[src/hw/rtl/resp_stream_parser_assert.svh]
// Assertion macros for the parser RTL.
`ifndef RESP_STREAM_PARSER_ASSERT_SVH
`define RESP_STREAM_PARSER_ASSERT_SVH

// Same-cycle implication, disabled while reset is held.
`define RSP_ASSERT_NOW(lbl, clk, rst_n, ante, cons, msg) \
    lbl: assert property (@(posedge clk) disable iff (!rst_n) (ante) |-> (cons)) \
        else $error(msg);

// Next-cycle implication, disabled while reset is held.
`define RSP_ASSERT_NEXT(lbl, clk, rst_n, ante, cons, msg) \
    lbl: assert property (@(posedge clk) disable iff (!rst_n) (ante) |=> (cons)) \
        else $error(msg);

`endif

[src/hw/rtl/rsp_pkg.sv]
`timescale 1ns / 1ps
package rsp_pkg;

    localparam logic [7:0] CH_CR     = 8'h0D;
    localparam logic [7:0] CH_LF     = 8'h0A;
    localparam logic [7:0] CH_STAR   = 8'h2A;
    localparam logic [7:0] CH_DOLLAR = 8'h24;
    localparam logic [7:0] CH_PLUS   = 8'h2B;
    localparam logic [7:0] CH_MINUS  = 8'h2D;
    localparam logic [7:0] CH_COLON  = 8'h3A;
    localparam logic [7:0] CH_ZERO   = 8'h30;
    localparam logic [7:0] CH_NINE   = 8'h39;

    typedef logic [3:0] t_cls;
    localparam t_cls CL_DIGIT  = 4'd0;
    localparam t_cls CL_CR     = 4'd1;
    localparam t_cls CL_LF     = 4'd2;
    localparam t_cls CL_PLUS   = 4'd3;
    localparam t_cls CL_MINUS  = 4'd4;
    localparam t_cls CL_COLON  = 4'd5;
    localparam t_cls CL_DOLLAR = 4'd6;
    localparam t_cls CL_STAR   = 4'd7;
    localparam t_cls CL_OTHER  = 4'd8;

    typedef struct packed {
        logic [7:0] byte_val;
        t_cls       cls;
    } t_word;

    localparam logic [3:0] PH_TYPE      = 4'd0;
    localparam logic [3:0] PH_NUM_FIRST = 4'd1;
    localparam logic [3:0] PH_NUM       = 4'd2;
    localparam logic [3:0] PH_NUM_LF    = 4'd3;
    localparam logic [3:0] PH_LINE      = 4'd4;
    localparam logic [3:0] PH_LINE_LF   = 4'd5;
    localparam logic [3:0] PH_BULK      = 4'd6;
    localparam logic [3:0] PH_BULK_CR   = 4'd7;
    localparam logic [3:0] PH_BULK_LF   = 4'd8;

    localparam logic [2:0] K_SIMPLE    = 3'd0;
    localparam logic [2:0] K_ERROR     = 3'd1;
    localparam logic [2:0] K_INT       = 3'd2;
    localparam logic [2:0] K_BULK      = 3'd3;
    localparam logic [2:0] K_NULLBULK  = 3'd4;
    localparam logic [2:0] K_ARRAY     = 3'd5;
    localparam logic [2:0] K_NULLARRAY = 3'd6;

    localparam logic [1:0] EV_HEAD = 2'd0;
    localparam logic [1:0] EV_DATA = 2'd1;
    localparam logic [1:0] EV_END  = 2'd2;
    localparam logic [1:0] EV_ERR  = 2'd3;

    localparam logic [2:0] E_NONE = 3'd0;
    localparam logic [2:0] E_TYPE = 3'd1;
    localparam logic [2:0] E_PLUS = 3'd2;
    localparam logic [2:0] E_CRLF = 3'd3;
    localparam logic [2:0] E_NEG  = 3'd4;
    localparam logic [2:0] E_DEEP = 3'd5;
    localparam logic [2:0] E_OVF  = 3'd6;

    localparam logic [34:0] LIM_POS = 35'h07FFFFFFF;
    localparam logic [34:0] LIM_NEG = 35'h080000000;

endpackage

[src/hw/rtl/rsp_if.sv]
`timescale 1ns / 1ps
interface rsp_in_if;
    logic       valid;
    logic       ready;
    logic [7:0] byte_in;

    modport source (output valid, output byte_in, input ready);
    modport sink (input valid, input byte_in, output ready);
endinterface

interface rsp_out_if;
    logic               valid;
    logic               ready;
    logic [1:0]         event_res;
    logic [2:0]         kind;
    logic signed [31:0] value;
    logic [7:0]         data_byte;
    logic [3:0]         depth;
    logic               message_done;
    logic [2:0]         error_code;

    modport source (output valid, output event_res, output kind, output value,
                    output data_byte, output depth, output message_done,
                    output error_code, input ready);
    modport sink (input valid, input event_res, input kind, input value,
                  input data_byte, input depth, input message_done,
                  input error_code, output ready);
endinterface

[src/hw/rtl/rsp_front.sv]
`timescale 1ns / 1ps
module rsp_front
    import rsp_pkg::*;
(
    rsp_in_if.sink i_in,
    input  logic   i_full,
    output logic   o_push,
    output t_word  o_word
);

    t_cls cls;

    always_comb begin
        case (i_in.byte_in)
            CH_CR:     cls = CL_CR;
            CH_LF:     cls = CL_LF;
            CH_PLUS:   cls = CL_PLUS;
            CH_MINUS:  cls = CL_MINUS;
            CH_COLON:  cls = CL_COLON;
            CH_DOLLAR: cls = CL_DOLLAR;
            CH_STAR:   cls = CL_STAR;
            default: begin
                if (i_in.byte_in >= CH_ZERO && i_in.byte_in <= CH_NINE) begin
                    cls = CL_DIGIT;
                end else begin
                    cls = CL_OTHER;
                end
            end
        endcase
    end

    assign i_in.ready      = !i_full;
    assign o_push          = i_in.valid && !i_full;
    assign o_word.byte_val = i_in.byte_in;
    assign o_word.cls      = cls;

endmodule

[src/hw/rtl/rsp_fifo.sv]
`timescale 1ns / 1ps
module rsp_fifo #(
    parameter int W     = 12,
    parameter int DEPTH = 2
) (
    input  logic         i_clk,
    input  logic         i_rst_n,
    input  logic         i_push,
    input  logic [W-1:0] i_data,
    input  logic         i_pop,
    output logic         o_full,
    output logic         o_empty,
    output logic [W-1:0] o_data
);

    localparam int AW = (DEPTH > 1) ? $clog2(DEPTH) : 1;
    localparam int CW = $clog2(DEPTH + 1);

    logic [W-1:0]  r_mem [DEPTH];
    logic [AW-1:0] r_wp, r_rp;
    logic [CW-1:0] r_cnt;

    assign o_full  = (r_cnt == CW'(DEPTH));
    assign o_empty = (r_cnt == '0);
    assign o_data  = r_mem[r_rp];

    // Depth is a power of two, so the pointers wrap on their own.
    always_ff @(posedge i_clk) begin
        if (!i_rst_n) begin
            r_wp  <= '0;
            r_rp  <= '0;
            r_cnt <= '0;
        end else begin
            if (i_push) begin
                r_wp <= r_wp + AW'(1);
            end
            if (i_pop) begin
                r_rp <= r_rp + AW'(1);
            end
            if (i_push && !i_pop) begin
                r_cnt <= r_cnt + CW'(1);
            end else if (i_pop && !i_push) begin
                r_cnt <= r_cnt - CW'(1);
            end
        end
    end

    always_ff @(posedge i_clk) begin
        if (i_push) begin
            r_mem[r_wp] <= i_data;
        end
    end

endmodule

[src/hw/rtl/rsp_back.sv]
`timescale 1ns / 1ps
`include "resp_stream_parser_assert.svh"
module rsp_back
    import rsp_pkg::*;
#(
    parameter int MAX_DEPTH = 8
) (
    input  logic i_clk,
    input  logic i_rst_n,
    input  logic i_valid,
    input  t_word i_word,
    output logic o_pop,
    rsp_out_if.source o_out
);

    localparam int LW = $clog2(MAX_DEPTH + 1);
    localparam int IW = (MAX_DEPTH > 1) ? $clog2(MAX_DEPTH) : 1;

    logic [3:0]         r_phase, n_phase;
    logic [2:0]         r_kind, n_kind;
    logic [31:0]        r_acc, n_acc;
    logic               r_neg, n_neg;
    logic [30:0]        r_bulk, n_bulk;
    logic [LW-1:0]      r_lvl, n_lvl;
    logic [30:0]        r_stack [MAX_DEPTH];
    logic [MAX_DEPTH-1:0] r_one, n_one;

    logic               r_ovalid;
    logic [1:0]         r_ev;
    logic [2:0]         r_okind;
    logic [31:0]        r_val;
    logic [7:0]         r_data;
    logic [3:0]         r_depth;
    logic               r_done;
    logic [2:0]         r_err;

    logic        take;
    logic        has_res;
    logic [1:0]  res_ev;
    logic [2:0]  res_kind;
    logic [31:0] res_val;
    logic [7:0]  res_data;
    logic        res_done;
    logic [2:0]  res_err;

    logic        st_we;
    logic [IW-1:0] st_addr;
    logic [30:0] st_wdata;

    // Completion search: the deepest open array whose count is not one
    // survives the pop cascade; everything above it closes.
    logic          c_found;
    logic [IW-1:0] c_idx;
    logic [30:0]   c_cnt;

    logic [3:0]  digit;
    logic [34:0] n_num;
    logic [31:0] mag;
    logic [7:0]  b;
    t_cls        cls;
    logic [3:0]  eff_phase;

    assign take  = i_valid && (!r_ovalid || o_out.ready);
    assign o_pop = take;
    assign b     = i_word.byte_val;
    assign cls   = i_word.cls;
    assign digit = 4'(b - CH_ZERO);
    assign n_num = ({3'b0, r_acc} << 3) + ({3'b0, r_acc} << 1) + 35'(digit);
    assign mag   = r_acc;

    always_comb begin
        c_found = 1'b0;
        c_idx   = '0;
        for (int i = 0; i < MAX_DEPTH; i++) begin
            if (LW'(i) < r_lvl && !r_one[i]) begin
                c_found = 1'b1;
                c_idx   = IW'(i);
            end
        end
        c_cnt = r_stack[c_idx];
    end

    always_comb begin
        n_phase  = r_phase;
        n_kind   = r_kind;
        n_acc    = r_acc;
        n_neg    = r_neg;
        n_bulk   = r_bulk;
        n_lvl    = r_lvl;
        n_one    = r_one;
        st_we    = 1'b0;
        st_addr  = c_idx;
        st_wdata = c_cnt - 31'd1;
        has_res  = 1'b0;
        res_ev   = EV_HEAD;
        res_kind = r_kind;
        res_val  = '0;
        res_data = '0;
        res_done = 1'b0;
        res_err  = E_NONE;
        eff_phase = r_phase;

        if (r_phase == PH_NUM_FIRST) begin
            eff_phase = PH_NUM;
            n_phase   = PH_NUM;
            if (cls == CL_PLUS || cls == CL_MINUS) begin
                eff_phase = PH_TYPE + 4'd15;
                if (cls == CL_PLUS && r_kind != K_INT) begin
                    has_res = 1'b1;
                    res_err = E_PLUS;
                end else begin
                    n_neg = (cls == CL_MINUS);
                end
            end
        end

        case (eff_phase)
            PH_TYPE: begin
                n_acc = '0;
                n_neg = 1'b0;
                if (cls == CL_PLUS || cls == CL_MINUS) begin
                    n_kind   = (cls == CL_PLUS) ? K_SIMPLE : K_ERROR;
                    n_phase  = PH_LINE;
                    has_res  = 1'b1;
                    res_kind = n_kind;
                end else if (cls == CL_COLON || cls == CL_DOLLAR || cls == CL_STAR) begin
                    n_kind  = (cls == CL_COLON) ? K_INT :
                              (cls == CL_DOLLAR) ? K_BULK : K_ARRAY;
                    n_phase = PH_NUM_FIRST;
                end else begin
                    n_kind   = K_SIMPLE;
                    has_res  = 1'b1;
                    res_kind = K_SIMPLE;
                    res_err  = E_TYPE;
                end
            end
            PH_NUM: begin
                if (cls == CL_DIGIT) begin
                    if (n_num > (r_neg ? LIM_NEG : LIM_POS)) begin
                        has_res = 1'b1;
                        res_err = E_OVF;
                    end else begin
                        n_acc = n_num[31:0];
                    end
                end else if (cls == CL_CR) begin
                    n_phase = PH_NUM_LF;
                end else begin
                    has_res = 1'b1;
                    res_err = E_CRLF;
                end
            end
            PH_NUM_LF: begin
                has_res = 1'b1;
                n_phase = PH_TYPE;
                if (cls != CL_LF) begin
                    res_err = E_CRLF;
                end else if (r_kind == K_INT) begin
                    res_kind = K_INT;
                    res_val  = r_neg ? (32'd0 - mag) : mag;
                    res_done = 1'b1;
                end else if (r_neg && mag == 32'd1) begin
                    n_kind   = (r_kind == K_BULK) ? K_NULLBULK : K_NULLARRAY;
                    res_kind = n_kind;
                    res_val  = '1;
                    res_done = 1'b1;
                end else if (r_neg && mag > 32'd1) begin
                    res_err = E_NEG;
                end else if (r_kind == K_BULK) begin
                    n_bulk   = mag[30:0];
                    n_phase  = (mag != '0) ? PH_BULK : PH_BULK_CR;
                    res_kind = K_BULK;
                    res_val  = mag;
                end else if (mag == '0) begin
                    res_kind = K_ARRAY;
                    res_done = 1'b1;
                end else if (r_lvl >= LW'(MAX_DEPTH)) begin
                    res_err = E_DEEP;
                end else begin
                    res_kind = K_ARRAY;
                    res_val  = mag;
                    st_we    = 1'b1;
                    st_addr  = r_lvl[IW-1:0];
                    st_wdata = mag[30:0];
                    n_one[r_lvl[IW-1:0]] = (mag == 32'd1);
                    n_lvl    = r_lvl + LW'(1);
                end
            end
            PH_LINE: begin
                if (cls == CL_CR) begin
                    n_phase = PH_LINE_LF;
                end else begin
                    has_res  = 1'b1;
                    res_ev   = EV_DATA;
                    res_data = b;
                end
            end
            PH_LINE_LF: begin
                has_res = 1'b1;
                n_phase = PH_TYPE;
                if (cls != CL_LF) begin
                    res_err = E_CRLF;
                end else begin
                    res_ev   = EV_END;
                    res_done = 1'b1;
                end
            end
            PH_BULK: begin
                n_bulk   = r_bulk - 31'd1;
                if (n_bulk == '0) begin
                    n_phase = PH_BULK_CR;
                end
                has_res  = 1'b1;
                res_ev   = EV_DATA;
                res_kind = K_BULK;
                res_data = b;
            end
            PH_BULK_CR: begin
                if (cls != CL_CR) begin
                    has_res = 1'b1;
                    res_err = E_CRLF;
                end else begin
                    n_phase = PH_BULK_LF;
                end
            end
            PH_BULK_LF: begin
                has_res = 1'b1;
                n_phase = PH_TYPE;
                if (cls != CL_LF) begin
                    res_err = E_CRLF;
                end else begin
                    res_ev   = EV_END;
                    res_kind = K_BULK;
                    res_done = 1'b1;
                end
            end
            PH_TYPE + 4'd15: begin
                // Sign byte of a number line, already handled above.
            end
            default: begin
                n_phase = PH_TYPE;
            end
        endcase

        // res_done marks "an element ended"; resolve the nesting here.
        if (res_err != E_NONE) begin
            res_ev   = EV_ERR;
            res_val  = '0;
            res_done = 1'b0;
            n_phase  = PH_TYPE;
            n_lvl    = '0;
        end else if (res_done) begin
            if (r_lvl == '0 || !c_found) begin
                n_lvl = '0;
            end else begin
                res_done = 1'b0;
                st_we    = 1'b1;
                n_one[c_idx] = (c_cnt == 31'd2);
                n_lvl    = LW'(c_idx) + LW'(1);
            end
        end
    end

    always_ff @(posedge i_clk) begin
        if (!i_rst_n) begin
            r_phase  <= PH_TYPE;
            r_kind   <= K_SIMPLE;
            r_acc    <= '0;
            r_neg    <= 1'b0;
            r_bulk   <= '0;
            r_lvl    <= '0;
            r_one    <= '0;
            r_ovalid <= 1'b0;
        end else begin
            if (take && has_res) begin
                r_ovalid <= 1'b1;
            end else if (o_out.ready) begin
                r_ovalid <= 1'b0;
            end
            if (take) begin
                r_phase <= n_phase;
                r_kind  <= n_kind;
                r_acc   <= n_acc;
                r_neg   <= n_neg;
                r_bulk  <= n_bulk;
                r_lvl   <= n_lvl;
                r_one   <= n_one;
            end
        end
    end

    always_ff @(posedge i_clk) begin
        if (take && st_we) begin
            r_stack[st_addr] <= st_wdata;
        end
        if (take && has_res) begin
            r_ev    <= res_ev;
            r_okind <= res_kind;
            r_val   <= res_val;
            r_data  <= res_data;
            r_depth <= 4'(r_lvl);
            r_done  <= res_done;
            r_err   <= res_err;
        end
    end

    assign o_out.valid        = r_ovalid;
    assign o_out.event_res    = r_ev;
    assign o_out.kind         = r_okind;
    assign o_out.value        = r_val;
    assign o_out.data_byte    = r_data;
    assign o_out.depth        = r_depth;
    assign o_out.message_done = r_done;
    assign o_out.error_code   = r_err;

    `RSP_ASSERT_NOW(a_lvl_bound, i_clk, i_rst_n, 1'b1, r_lvl <= LW'(MAX_DEPTH), "nesting overrun")
    `RSP_ASSERT_NOW(a_err_not_done, i_clk, i_rst_n, r_ovalid && r_ev == EV_ERR, !r_done && r_val == '0, "error word marks completion")
    `RSP_ASSERT_NEXT(a_err_resets, i_clk, i_rst_n, take && has_res && res_err != E_NONE, r_phase == PH_TYPE && r_lvl == '0, "error did not resync")
    `RSP_ASSERT_NEXT(a_done_top, i_clk, i_rst_n, take && has_res && res_done, r_lvl == '0, "message done inside an array")

endmodule

[src/hw/rtl/resp_stream_parser.sv]
`timescale 1ns / 1ps
// Channel  Dir  Word                                           Handshake
// i_in     in   byte_in                                        valid/ready
// o_out    out  event_res kind value data_byte depth
//               message_done error_code                        valid/ready
//
// One byte per cycle sustained while the output is not stalled; each byte yields zero or one result word.
// A byte passes through the byte queue and then the output register.
// The parse state and the nesting stack update once per byte taken.
// Reset is synchronous, active low, and needs no clearing pass.
// Input and output stall independently; the byte queue absorbs two bytes.
module resp_stream_parser
    import rsp_pkg::*;
#(
    parameter int MAX_DEPTH = 8
) (
    input  logic i_clk,
    input  logic i_rst_n,
    rsp_in_if.sink i_in,
    rsp_out_if.source o_out
);

    logic  push, pop, full, empty;
    t_word in_word, q_word;

    rsp_front u_front (
        .i_in   (i_in),
        .i_full (full),
        .o_push (push),
        .o_word (in_word)
    );

    rsp_fifo #(
        .W     ($bits(t_word)),
        .DEPTH (2)
    ) u_fifo (
        .i_clk   (i_clk),
        .i_rst_n (i_rst_n),
        .i_push  (push),
        .i_data  (in_word),
        .i_pop   (pop),
        .o_full  (full),
        .o_empty (empty),
        .o_data  (q_word)
    );

    rsp_back #(
        .MAX_DEPTH (MAX_DEPTH)
    ) u_back (
        .i_clk   (i_clk),
        .i_rst_n (i_rst_n),
        .i_valid (!empty),
        .i_word  (q_word),
        .o_pop   (pop),
        .o_out   (o_out)
    );

endmodule

[src/flat_wrapper.sv]
// flat-port wrapper written by rule: the top's interface ports become plain ports
module resp_stream_parser_flat import rsp_pkg::*;
#(
    parameter int MAX_DEPTH = 8
)
  (i_clk, i_rst_n, i_in_valid, i_in_byte_in, i_in_ready, o_out_valid, o_out_event_res, o_out_kind, o_out_value, o_out_data_byte, o_out_depth, o_out_message_done, o_out_error_code, o_out_ready);
  rsp_in_if i_in_i ();
  rsp_out_if o_out_i ();
  input  logic i_clk;
  input  logic i_rst_n;
  input wire logic [$bits(i_in_i.valid)-1:0] i_in_valid;
  input wire logic [$bits(i_in_i.byte_in)-1:0] i_in_byte_in;
  output wire logic [$bits(i_in_i.ready)-1:0] i_in_ready;
  output wire logic [$bits(o_out_i.valid)-1:0] o_out_valid;
  output wire logic [$bits(o_out_i.event_res)-1:0] o_out_event_res;
  output wire logic [$bits(o_out_i.kind)-1:0] o_out_kind;
  output wire logic [$bits(o_out_i.value)-1:0] o_out_value;
  output wire logic [$bits(o_out_i.data_byte)-1:0] o_out_data_byte;
  output wire logic [$bits(o_out_i.depth)-1:0] o_out_depth;
  output wire logic [$bits(o_out_i.message_done)-1:0] o_out_message_done;
  output wire logic [$bits(o_out_i.error_code)-1:0] o_out_error_code;
  input wire logic [$bits(o_out_i.ready)-1:0] o_out_ready;
  assign i_in_i.valid = i_in_valid;
  assign i_in_i.byte_in = i_in_byte_in;
  assign i_in_ready = i_in_i.ready;
  assign o_out_valid = o_out_i.valid;
  assign o_out_event_res = o_out_i.event_res;
  assign o_out_kind = o_out_i.kind;
  assign o_out_value = o_out_i.value;
  assign o_out_data_byte = o_out_i.data_byte;
  assign o_out_depth = o_out_i.depth;
  assign o_out_message_done = o_out_i.message_done;
  assign o_out_error_code = o_out_i.error_code;
  assign o_out_i.ready = o_out_ready;
  resp_stream_parser #(.MAX_DEPTH(MAX_DEPTH)) u_core (.i_clk(i_clk), .i_rst_n(i_rst_n), .i_in(i_in_i), .o_out(o_out_i));
endmodule
[config.mk]
export PLATFORM = sky130hd
export DESIGN_NAME = resp_stream_parser_flat
export DESIGN_NICKNAME = d
export VERILOG_FILES = /design/src/hw/rtl/rsp_pkg.sv /design/src/hw/rtl/rsp_if.sv /design/src/hw/rtl/rsp_front.sv /design/src/hw/rtl/rsp_fifo.sv /design/src/hw/rtl/rsp_back.sv /design/src/hw/rtl/resp_stream_parser.sv /design/src/flat_wrapper.sv
export VERILOG_INCLUDE_DIRS = /design/src /design/src/hw/rtl
export SDC_FILE = /design/constraint.sdc
export NUM_CORES = 1
export LEC_CHECK = 0
export BUFFER_PORTS_ARGS = -buffer_cell sky130_fd_sc_hd__buf_2
export CAP_MARGIN = 20
export CORE_ASPECT_RATIO = 0.5
export CORE_MARGIN = 5
export CORE_UTILIZATION = 55
export DETAILED_ROUTE_END_ITERATION = 7
export PLACE_DENSITY = 0.84
export SYNTH_ARGS = -nofsm -noshare
export SYNTH_HDL_FRONTEND = slang
export SYNTH_SLANG_ARGS = --single-unit
[constraint.sdc]
create_clock -name i_clk -period 10.7 [get_ports i_clk]
set_input_delay 2.14 -clock i_clk [delete_from_list [all_inputs] [get_ports i_clk]]
set_output_delay 2.14 -clock i_clk [all_outputs]
set_load 0.02 [all_outputs]
==> metrics, run 1 <==
status=finished clean; vias per cell=6.812; global-route wire length before repair=100,800 microns; final setup vio count=0; area grow syn2layout=9.139%; Area after DPL=23,800 sq um; Layout Cells excl Fill=2,819; root buf cell=clkbuf_16; Max-slew headroom=25.66%; DR DRC count=0; Slowest Stage Delay on Critical Path=0.88 ns; # diodes=0; vias in the first global route=18,390; met1 GRT Util=35.06%; Hold Path Depth=2; WS Path Type=reg -> reg; htree depth=2; row cnt=52; TritonCTS clock tree=yes; Fill cells=3,118; post-cts sizing count=0; Synth Cell Area=22,930 sq um; PnR worst setup slack=2.140 ns; nets=2,371; Cell Count Post-Placement=2,749; Final Core Density=61.35%; Peak VDD IR=0.09418 mV; GPL Wtd Cong=0.9628; endpoints failing hold=0; drt pass-1 iters=6; unrepaired setup endpoints after global routing=false; max_cap viols=0; critical path launch point type=flip-flop; CP max-delay cell=dfxtp_1; Worst Hold Launch=u_core.u_back.r_bulk[19]; Post-synth top cells=edfxtp_1, a21oi_1, nor2_1, o21ai_0, nand2_1; initial antenna violation count=1; CTS clock-pin slew for the worst setup and hold paths=0.06 ns; Worst-Skew Late Latency=0.56 ns; post-route cell area=25,030 sq um; Hold Buf Count CTS=0; GRT met2 Usage=44.94%; Initial Utilization=56.22%; largest net degree at the start of global routing=82; post-synthesis average cell area=10.27 sq um; CTS max path bufs=3; Reg2Reg Depth=24; Critical Path AT=8.92 ns; PwrDens=154.3 nW/um^2; pre-CTS WS=2.379 ns; crit end category=flip-flop; Tightest Pin Transition=1.111 ns; Stages on worst setup path=24; mean routed wirelength per cell=23.04 microns; CP max FO=28; die area=46,130 sq um; met3 usage=5.575%; Top Family by Delay on Critical Path=compound AO/OA/AOI/OAI gates; fin crit share=80.00%; number of synthesis warnings=0; static leakage=9.635 nW; post-synth top area cell=edfxtp_1; Setup Fix Bufs, Post-CTS=0; clk sinks=414; Clock Skews=0.01063 ns; GRT Residual Overflow=0; setup TNS=0 ns; syn nets=2,352; CP most frequent cell=a21o_1; CP cell instances=mux2i_1, fa_1, inv_1, ha_1, a21o_1, nand4_1, a21oi_1, nor4_1, o21ai_0, a41oi_1, o21ai_0, a31oi_1, xnor2_1, ha_1, a21o_1, a21o_1, a211oi_1, o221ai_1, a211oi_1, nor2_1, or4_1, o31ai_2, nand2_1, a31oi_1; Routed WL=64,960 microns; Cells after Synth=2,233; area of the multi-input gates=10,760 sq um; DIE WIDTH=298.8 microns; worst path required time=11.06 ns; fmax=116.8 MHz; I/O pins=67; core area=40,790 sq um; GR peak layer=met2; antenna-violating nets left=0; WP buf/inv=1; Netlist cell types=93; synthesis-stage register bit count=414; share of flip-flops with an asynchronous set or reset=0%; top-count cell post-synth=edfxtp_1; HPWL Detailed=41,950 microns; vias=19,200; area fraction of the dominant cell type after synthesis=42.56%; Port-buffer cells=66; largest cells by area after synthesis=edfxtp_1, dfxtp_1, ha_1, a21oi_1, o21ai_0; CTS buffer count=38; layout cells sized above 1=10.14%; number of synthesized flops with an enable pin=325; Die Span Y=154.4 microns; final slew viol count=0; register area=11,540 sq um; top_reg_cell synth=edfxtp_1; sequential share of the synthesized area=50.32%; Global Route Usage Sum=27.14%; Final min period=8.560 ns; DR iter-0 viols=2,804; hold crit path type=reg -> reg
==> stage by stage <==
step           power (W)  hold slack (ns)
2_1_floorplan   0.002335           0.4348
3_3_place_gp    0.002522           0.4665
3_5_place_dp    0.002534           0.4762
4_1_cts         0.003859           0.4863
5_1_grt         0.003984           0.5176
6_report        0.003862           0.4869
==> sequential cells by signal, indices dropped and copies added (netlist names), named ones only <==
signal and cells:
u_core.u_back.r_phase 4, u_core.u_fifo.r_wp 1, u_core.u_back.o_out.message_done 1, u_core.u_fifo.r_cnt 2
u_core.u_back.o_out.data_byte 8, u_core.u_back.o_out.event_res 2, u_core.u_back.r_stack 248, u_core.u_back.mag 32
u_core.u_back.r_one 8, u_core.u_fifo.r_rp 1, u_core.u_back.o_out.depth 4, u_core.u_back.o_out.value 32
u_core.u_back.r_neg 1, u_core.u_back.o_out.valid 1, u_core.u_back.r_lvl 4, u_core.u_back.o_out.error_code 3
u_core.u_fifo.r_mem 24, u_core.u_back.r_kind 3, u_core.u_back.o_out.kind 3, u_core.u_back.r_bulk 31
==> final cells by class <==
cell class	count	area share, %
repair buffers	104	2.669
clock inverters	16	0.6699
flip-flops and latches	414	46.12
clock buffers	51	4.079
well taps	540	2.699
multi-input cells	1643	43.00
inverters	51	0.7648
==> layer usage <==
| layer | wire (microns) | up-vias | share of wire [%] |
|---|---|---|---|
| li1 | - | 8532 | - |
| met1 | 24570 | 9094 | 38 |
| met2 | 29930 | 1345 | 46 |
| met3 | 7625 | 231 | 12 |
| met4 | 2821 | 2 | 4.3 |
| met5 | 15 | - | 0.023 |
==> worst reg2reg max path, cell delays in order, from the launching register on <==
cell and delay (ns):
dfxtp_1 0.88, mux2i_1 0.30, fa_1 0.64, inv_1 0.06
ha_1 0.29, a21o_1 0.18, nand4_1 0.12, a21oi_1 0.10
nor4_1 0.58, o21ai_0 0.33, a41oi_1 0.51, o21ai_0 0.24
a31oi_1 0.24, xnor2_1 0.11, ha_1 0.19, a21o_1 0.15
a21o_1 0.17, a211oi_1 0.25, o221ai_1 0.19, a211oi_1 0.22
nor2_1 0.09, or4_1 0.57, o31ai_2 0.71, nand2_1 0.81
a31oi_1 0.45
==> layout by cell type, fill, tap and decap left out, types with 16 or more instances in the layout <==
cell,count
a21o_1,67
a21oi_1,207
a22o_1,36
a22oi_1,22
a31oi_1,31
and2_1,22
buf_2,66
buf_4,35
clkbuf_16,39
dfxtp_1,88
edfxtp_1,325
ha_1,105
inv_1,50
mux2i_1,28
nand2_1,161
nand2b_1,23
nand3_1,46
nand4_1,27
nor2_1,170
nor2b_1,28
nor3_1,70
nor4_1,23
o211ai_1,19
o21ai_0,162
o22ai_1,16
or2_2,16
or3_1,21
xnor2_1,52
xor2_1,24
==> worst paths after layout <==
kind	end	slack, ns
min	u_core.u_back.r_bulk[19]	0.49
min reg2reg	u_core.u_back.r_bulk[19]	0.49
max reg2reg	u_core.u_back.o_out.value[18]	2.14
max	u_core.u_back.o_out.value[18]	2.14
==> cell families after synthesis <==
group | share of synthesized area, %
DFF | 50.32
buffers and inverters | 3.208
adders and majority gates | 5.903
xor gates and xnor gates | 2.903
and+or+nand+nor | 15.12
muxes | 2.155
AOI/OAI and AO/OA | 20.39
==> where the power goes <==
part	switching, W	leakage (nW)	internal (W)	total [W]
Sequential	0.0000721	3.69	0.00186	0.00193
Combinational	0.000408	5.37	0.000173	0.000581
Clock	0.000602	0.574	0.000747	0.00135
No activity file was read; power rests on OpenSTA's default activity.
==> run 2, diff against run 1 <==
- PLACE_DENSITY: 0.84 -> 0.87
- clock period: 10.7 -> 7.3 ns (I/O delays scaled with it)
==> metrics, run 2 (same netlist as run 1, synthesis figures left out) <==
status=finished clean; Cell Count Post-Placement=2,773 (+0.87%); post-cts sizing count=0 (unchanged); Global Route Usage Sum=27.22% (+0.077 points); Port-buffer cells=66 (unchanged); vias in the first global route=18,490 (+0.55%); static leakage=9.750 nW (+1.2%); global-route wire length before repair=101,100 microns (+0.38%); Setup Fix Bufs, Post-CTS=0 (unchanged); CP max FO=22 (-21%); core area=40,790 sq um (unchanged); CTS max path bufs=3 (unchanged); Reg2Reg Depth=26 (+8.3%); clk sinks=414 (unchanged); nets=2,396 (+1.1%); area grow syn2layout=9.924%; area of the multi-input gates=10,780 sq um (+0.14%); commonest non-fill, non-tap cells in the layout=edfxtp_1, a21oi_1, nor2_1, nand2_1, o21ai_0; Hold Path Depth=2 (unchanged); final slew viol count=0 (unchanged); Fill cells=2,972 (-4.7%); CTS clock-pin slew for the worst setup and hold paths=0.07 ns (about the same); met3 usage=5.519% (-0.056 points); Clock Skews=0.01994 ns (+0.009316 ns); final setup vio count=0 (unchanged); crit end category=flip-flop; Final Core Density=61.80% (+0.44 points); htree depth=2 (unchanged); max reg flops=248 (unchanged); GR peak layer=met2; WS Path Type=reg -> reg; DIE WIDTH=298.8 microns (unchanged); Layout Cells excl Fill=2,845 (+0.92%); root buf cell=clkbuf_16; fmax=147.5 MHz (+26%); I/O pins=67 (unchanged); Biggest register=u_core.u_back.r_stack; GRT Residual Overflow=0 (unchanged); hold crit path type=reg -> reg; PwrDens=222.3 nW/um^2 (+44%); mean routed wirelength per cell=23.06 microns (about the same); Worst-Skew Late Latency=0.56 ns (about the same); drt pass-1 iters=6 (unchanged); worst path required time=7.59 ns (-3.47 ns); GPL Wtd Cong=0.9505 (-1.3%); Max-slew headroom=27.29% (+1.6 points); met1 GRT Util=35.33% (+0.27 points); largest net degree at the start of global routing=62 (-24%); TritonCTS clock tree=yes; vias=19,350 (+0.73%); fin crit share=92.90% (+13 points); R2R Setup Slk=0.52 ns (-1.62 ns); Routed WL=65,620 microns (+1.0%); DR DRC count=0 (unchanged); die area=46,130 sq um (unchanged); vias per cell=6.800 (-0.19%); leading cell type in the layout, fill and taps excluded=edfxtp_1; row cnt=52 (unchanged); antenna-violating nets left=0 (unchanged); layout cells sized above 1=11.37% (+1.2 points); Die Span Y=154.4 microns (unchanged); # diodes=0 (unchanged); critical path launch point type=flip-flop; GRT met2 Usage=45.14% (+0.21 points); Critical Path AT=7.08 ns (-1.84 ns); HPWL Detailed=43,070 microns (+2.7%); Peak VDD IR=0.1599 mV (+70%); Final min period=6.781 ns (-1.778 ns); initial antenna violation count=0 (-1); register area=11,540 sq um (unchanged); Tightest Pin Transition=1.091 ns (-0.02027 ns); max_cap viols=0 (unchanged); Initial Utilization=56.22% (unchanged); DR iter-0 viols=2,718 (-3.1%); endpoints failing hold=0 (unchanged); unrepaired setup endpoints after global routing=false; setup TNS=0 ns (unchanged); Hold Buf Count CTS=0 (unchanged); CTS buffer count=38 (unchanged)
[run 2: layout make-up]
| cell class | count | area share (%) |
|---|---|---|
| Clock inverter | 16 | 0.4467 |
| Multi-Input combinational cell | 1644 | 42.75 |
| Tap cell | 540 | 2.680 |
| Inverter | 51 | 0.7594 |
| Clock buffer | 52 | 4.144 |
| Sequential cell | 414 | 45.79 |
| Timing Repair Buffer | 128 | 3.430 |
[run 2: power by group]
| part | switching, W | internal (W) |
|---|---|---|
| Sequential | 0.0000872 | 0.00272 |
| Combinational | 0.000624 | 0.000263 |
| Clock | 0.000890 | 0.00102 |
| Total | 0.00160 | 0.00400 |
[run 2: worst max-delay path, cell delays in order (launching register included)]
cell      delay [ns]
dfxtp_1         0.34
buf_4           0.26
mux2_2          0.38
ha_1            0.30
ha_1            0.22
a21o_1          0.19
nand4_1         0.11
a21oi_1         0.09
nor4_1          0.55
o21ai_0         0.31
a41oi_1         0.30
buf_4           0.17
o21ai_0         0.13
a31oi_1         0.24
xnor2_1         0.12
ha_1            0.19
a21o_1          0.15
a21o_1          0.18
a211oi_1        0.26
o221ai_1        0.20
a211oi_1        0.21
nor2_1          0.08
or4_1           0.58
o311ai_0        0.32
buf_4           0.20
a21oi_4         0.17
buf_4           0.27
[run 2: worst paths after layout]
path / endpoint / from
worst min register to register: u_core.u_back.r_bulk[19] / u_core.u_back.r_bulk[19]
worst max-delay path: u_core.u_back.o_out.value[26] / flip-flop
worst min-delay path: u_core.u_back.r_bulk[19] / u_core.u_back.r_bulk[19]
worst max register to register: u_core.u_back.o_out.value[26] / flip-flop
[run 2: stage by stage]
stage	hold slack, ns	total power, W	setup slack [ns]	cell area, sq um
6_report	0.4915	0.005604	0.5186	25210
5_1_grt	0.5062	0.005793	0.04387	25210
4_1_cts	0.4917	0.005582	0.3168	25130
3_5_place_dp	0.4805	0.003724	0.3952	23970
3_3_place_gp	0.4708	0.003703	0.5370	23960
2_1_floorplan	0.4348	0.003416	0.2224	22940
[run 2: layer usage]
metal	wire length, microns	vias to the layer above	share of wire [%]
met2	30350	1368	46
met3	8302	251	13
met4	2869	0	4.4
li1	-	8624	-
met5	0	-	0
met1	24100	9102	37
